==> config.mk <==
export PLATFORM = sky130hd
export DESIGN_NAME = mtfs_cell
export DESIGN_NICKNAME = d
export VERILOG_FILES = /design/src/rtl/mtfs_pkg.sv /design/src/rtl/mtfs_cell.sv
export SDC_FILE = /design/constraint.sdc
export NUM_CORES = 1
export LEC_CHECK = 0
export BUFFER_PORTS_ARGS = -buffer_cell sky130_fd_sc_hd__buf_2
export CAP_MARGIN = 0
export CORE_MARGIN = 2
export CORE_UTILIZATION = 25
export DETAILED_ROUTE_END_ITERATION = 16
export GPL_TIMING_DRIVEN = 1
export SETUP_SLACK_MARGIN = 0.3
export SLEW_MARGIN = 10
export SYNTH_ARGS = -nofsm -noshare
export SYNTH_HDL_FRONTEND = slang
export SYNTH_SLANG_ARGS = --single-unit
==> constraint.sdc <==
create_clock -name clock -period 2.5 [get_ports clock]
set_input_delay 0.25 -clock clock [delete_from_list [all_inputs] [get_ports clock]]
set_output_delay 0.25 -clock clock [all_outputs]
set_load 0.02 [all_outputs]
==> src/rtl/mtfs_pkg.sv <==
`default_nettype none

package mtfs_pkg;

   localparam int LIST_DEPTH = 64;
   localparam int IDX_W      = $clog2(LIST_DEPTH);
   localparam int CNT_W      = IDX_W + 1;
   localparam int VALUE_W    = 32;
   localparam int POS_W      = 6;
   localparam int STATUS_W   = 2;

   localparam logic OP_APPEND = 1'b0;
   localparam logic OP_SEARCH = 1'b1;

   localparam logic [STATUS_W-1:0] ST_APPENDED = 2'd0;
   localparam logic [STATUS_W-1:0] ST_FOUND    = 2'd1;
   localparam logic [STATUS_W-1:0] ST_MISSING  = 2'd2;
   localparam logic [STATUS_W-1:0] ST_FULL     = 2'd3;

   typedef struct packed {
      logic compare;
      logic in_list;
      logic append;
      logic shift;
   } cell_ctrl_type;

endpackage

`default_nettype wire

==> src/rtl/mtfs_cell.sv <==
`default_nettype none

module mtfs_cell (
   input  wire                               clock,
   input  wire                               reset,
   input  mtfs_pkg::cell_ctrl_type           ctrl,
   input  wire  [mtfs_pkg::VALUE_W-1:0]      key,
   input  wire  [mtfs_pkg::VALUE_W-1:0]      neighbor,
   output logic [mtfs_pkg::VALUE_W-1:0]      entry_ff,
   output logic                              match_ff
);

   logic [mtfs_pkg::VALUE_W-1:0] entry_in;
   logic                         match_in;

   always_comb begin
      entry_in = entry_ff;
      if (ctrl.append) begin
         entry_in = key;
      end else if (ctrl.shift) begin
         entry_in = neighbor;
      end
   end

   always_comb begin
      match_in = match_ff;
      if (ctrl.compare) begin
         match_in = ctrl.in_list && (entry_ff == key);
      end
   end

   always_ff @(posedge clock) begin
      entry_ff <= entry_in;
   end

   always_ff @(posedge clock) begin
      if (reset) begin
         match_ff <= 1'b0;
      end else begin
         match_ff <= match_in;
      end
   end

endmodule

`default_nettype wire

== Yosys cells after proc, flatten, opt, wreduce, memory -nomap -nowiden ==
Cells that the tools add are included.

* Bits in registers: 33

* Muxes and demuxes: 2
* Equal/unequal tests: 1
* Reduce and logical (&&, ||, !) cells: 2

{| class="wikitable"
|+ Operators by type and width
! kind !! count
|-
| 32-bit 2-to-1 mux || 2
|-
| 32-bit equality test || 1
|-
| 2-bit nonzero test || 1
|-
| 1-bit logical AND || 1
|}

== Depth between registers and ports, before layout ==
* Depth after elaboration: 2
* Depth in mapped cells: 5
* Depth with buffers taken out: 5

== Least setup slack after synthesis ==
OpenSTA, ideal clock, no wires.

* Kind: input port to flip-flop
* Start point: input ctrl[1] (netlist name)
* End point: register entry_ff[0] (netlist name), enable pin
* Slack: 645 ps
* Path buffers: 2
* Cell stages on the path: 3
* Data arrival time: 1,465 ps
* Cells stage by stage: clkbuf_1 > buf_2 > or2_1

* Longest elaborated chain between the ends: 1

{| class="wikitable"
|+ Ends and longest elaborated chain
! what !! line !! text
|-
| start, declared || mtfs_cell.sv:6 || <nowiki>input mtfs_pkg::cell_ctrl_type ctrl,</nowiki>
|-
| 2-bit nonzero test (no line) || -- ||
|-
| end signal, assigned || mtfs_cell.sv:33 || <nowiki>entry_ff <= entry_in;</nowiki>
|-
| end, declared || mtfs_cell.sv:9 || <nowiki>output logic [mtfs_pkg::VALUE_W-1:0] entry_ff,</nowiki>
|}

Every way passes these cells.
A chain may end at the register's enable or synchronous reset.

== Final worst setup path ==
* Start point: register entry_ff[25] (netlist name)
* End point: register match_ff

* Longest elaborated chain between the ends: 2

{| class="wikitable"
|+ Ends and longest elaborated chain
! what !! line !! text
|-
| 32-bit equality test || mtfs_cell.sv:28 || <nowiki>match_in = ctrl.in_list && (entry_ff == key);</nowiki>
|-
| 1-bit logical AND || mtfs_cell.sv:28 ||
|-
| end signal, assigned || mtfs_cell.sv:40 || <nowiki>match_ff <= match_in;</nowiki>
|-
| end, declared || mtfs_cell.sv:10 || <nowiki>output logic match_ff</nowiki>
|}

Every way passes these cells.

==> flow_summary.toml <==
[grt]
grtUsageMet3_pct = 4.455
grt_first_pass_wirelength_microns = 6548
grt_pass1_vias = 1394
global_route.usage.met1_pct = 12.75
gr-total-overflow = 0
initial_antenna_violation_count = 0
pin_count_of_the_biggest_net_entering_global_routing = 33
grt.busiest_layer = "met2"
grtUsageTotal_pct = 11.37
global_route.usage.met2_pct = 19.49

[clocking]
clock_insertion_delay_worst_skew_ns = 0.28
htree_num_levels = 2
clock_transition_time_at_the_flip_flop_clock_pins_of_the_worst_setup_and_hold_paths_ns = 0.07
cts_buffer_depth = 2
clockRootBuffer = "clkbuf_8"
hold_buffers = 0
tritoncts_clock_tree = "built"
post-cts-setup-buffers = 0
numCtsBuffers = 5
post_cts_resize_count = 0
clock-sinks = 33

[floorplanning]
initial_utilization_pct = 25.69
chipHeight_microns = 87.32
fp.dieW_microns = 87.32
ios = 103
core-area_sq_um = 6756
rows = 30
die_area_sq_um = 7624

[logic_synthesis]
synthSimpleGateAreaFrac_pct = 4.903
synth_compound_area_share_pct = 0.2884
synth.ff_latch_count = 33
synth_top_area_share_pct = 55.37
synth_top_cell_by_area = "edfxtp_1"
yosys_warnings = 0
synth_top_family_by_area = "multiplexers"
post_synth_mux_area_share_pct = 20.76
synth_async_sr_flop_share_pct = 0
synth.net_count = 187
post-synth-top-count-cell = "edfxtp_1"
yosys.cell_types.count = 16
ys.flop_type = "edfxtp_1"
sequential_cell_area_fraction_in_the_yosys_report_pct = 56.52
syn_area_per_cell_sq_um = 14.83
number_of_enable_type_register_cells_in_the_synthesized_netlist = 32
syn-instance-count = 117
synthXorXnorAreaFrac_pct = 16.15
synth_commonest_cells = "edfxtp_1, xnor2_1, mux2_2"
synth_area_sq_um = 1735
largest_cells_by_area_after_synthesis = "edfxtp_1, mux2_2, xnor2_1"
synthAdderAreaFrac_pct = 0

[sta]
rsz0062_at_grt = "no"
tightestPinTransition_ns = 0.6291
timing.final.crit_period_ns = 1.546
final_min_period_over_clock_period_pct = 61.84
finalHoldViolCount = 0
maxSlewViolCount = 0
timing.fmax_mhz = 646.9
clock_skew_ns = 0.002174
setup-tns-final_ns = 0
report.final.setup_viol = 0
relSlewSlack_pct = 58.06

[final_layout]
utilization_pct = 36.00
layout.nets = 294
filler_cell_count = 687
area.growth.synth_to_final_pct = 40.16
final_layout_size_suffix_gt1_share_pct = 58.22
n_antenna_cell = 0

[hold_path]
timing.hold.worst_path_depth = 2
hold_end = "entry_ff[28]"
hold_path_class = "in2reg"
hold_path_startpoint = "neighbor[28]"

[power]
p_clk_share_pct = 26.6
ir_drop_v = 0.0003092
power_switching_uw = 409.1
power.share.switching_pct = 28.37
total_leakage_power_nw = 1.022
power.density_cell_area_nw_per_um2 = 592.8
intPower_mw = 1.033
power_frac_seq_pct = 49.8
power.share.combinational_pct = 23.6

[placement]
buffer_ports.inserted = 102
dp_hpwl_microns = 3452
gp_routability_congestion = 0.7532

[drt]
antenna_violating_nets_post_route = 0
route.detailed.vias_per_inst = 4.344
wl_per_cell_microns = 14.01
drt_pass1_iterations = 5
drc = 0
detailroute.via_count = 1325
postRouteWirelength_microns = 4274
first_iter_violations = 27

[outcome]
outcome = "completed"

[critical_path]
worst_path_largest_cell_delay_ns = 0.45
worstPathCellList = "xnor2_1 -> nand4_1 -> nor4_1 -> nand4_1 -> o21ai_1"
timing.reg2reg.setup_slack_ns = 0.95
r2r.worst_path.cells = 5
critical_path_peak_fanout = 2
worstPathBufferInverterCount = 0
worstSetupPathType = "reg2reg"
crit-reg2reg-capture = "match_ff"
critical_path.endpoint_type = "flip-flop"
required_time_of_the_worst_setup_path_ns = 2.71
critical-path-top-delay-family = "simple AND/OR/NAND/NOR gates"
worstSetupStartpointType = "flip-flop"
crit_path_frequent_cell = "nand4_1"
critical_path.slowest_cell = "nor4_1"
worstReg2RegStart = "entry_ff[25]"
worst_ep_arrival_time_ns = 1.76

[run]
cap_violations = 0
-- routing by layer --
layer	vias to the layer above	wire length (microns)	share of wire, %
met5	-	0	0
met4	0	44	1.0
met3	4	402	9.4
met2	63	2094	49
met1	610	1733	41
li1	648	-	-
-- flip-flops by register name, summed over array words and instances, names as in the netlist --
register  flops
match_ff      1
entry_ff     32
-- cell families (layout without fill, tap and decap cells) --
group | Yosys count | count (layout)
flip-flops | 33 | 33
XOR/XNOR | 32 | 32
multiplexers | 32 | 32
AND/OR/NAND/NOR | 15 | 15
buffers and inverters | 4 | 112
AO/OA/AOI/OAI | 1 | 1
-- worst max path at each step --
stage               slack, ns  cells past startpoint          end    startpoint
floorplan                0.64                      3  entry_ff[0]       ctrl[1]
global placement         0.98                      5     match_ff  entry_ff[25]
detailed placement       0.95                      5     match_ff  entry_ff[25]
CTS                      0.92                      5     match_ff  entry_ff[25]
global route             0.83                      5     match_ff  entry_ff[25]
finish                   0.95                      5     match_ff  entry_ff[25]
-- stage by stage --
| stage | hold WS [ns] | total power [mW] | std cells | cell area (sq um) | setup WS [ns] |
|---|---|---|---|---|---|
| 6_report | 0.2499 | 1.442 | 305 | 2432 | 0.9541 |
| 5_1_grt | 0.2461 | 1.518 | 305 | 2432 | 0.8328 |
| 4_1_cts | 0.2410 | 1.471 | 305 | 2432 | 0.9218 |
| 3_5_place_dp | 0.4440 | 1.077 | 297 | 2350 | 0.9523 |
| 3_3_place_gp | 0.4503 | 1.072 | 297 | 2350 | 0.9825 |
| 2_1_floorplan | 0.4125 | 0.9267 | 117 | 1735 | 0.6448 |
-- final cells by class --
class | instances | area [sq um] | share of cell area (%)
clock inverters | 2 | 10.01 | 0.4115
multi-input cells | 80 | 730.7 | 30.04
flip-flops and latches | 33 | 980.9 | 40.33
clock buffers | 6 | 72.57 | 2.984
well taps | 80 | 100.1 | 4.115
repair buffers | 104 | 538.0 | 22.12
-- placed cells by master, fill, tap and decap left out, types with 2 or more instances in the layout --
| master | instances |
|---|---|
| mux2_1 | 12 |
| nand2_1 | 2 |
| edfxtp_1 | 32 |
| clkbuf_8 | 5 |
| nand4_1 | 6 |
| buf_2 | 102 |
| clkinv_2 | 2 |
| nor4_1 | 4 |
| xnor2_1 | 23 |
| xor2_1 | 9 |
| mux2_2 | 20 |
-- power groups by stage --
| stage | Combinational, mW | Clock, mW | Sequential (mW) |
|---|---|---|---|
| 2_1_floorplan | 0.124 | 0 | 0.802 |
| 3_5_place_dp | 0.346 | 0 | 0.730 |
| 6_report | 0.340 | 0.383 | 0.718 |
| 4_1_cts | 0.347 | 0.405 | 0.719 |
| 3_3_place_gp | 0.343 | 0 | 0.729 |
| 5_1_grt | 0.370 | 0.423 | 0.726 |
(Power assumes the default switching activity.)
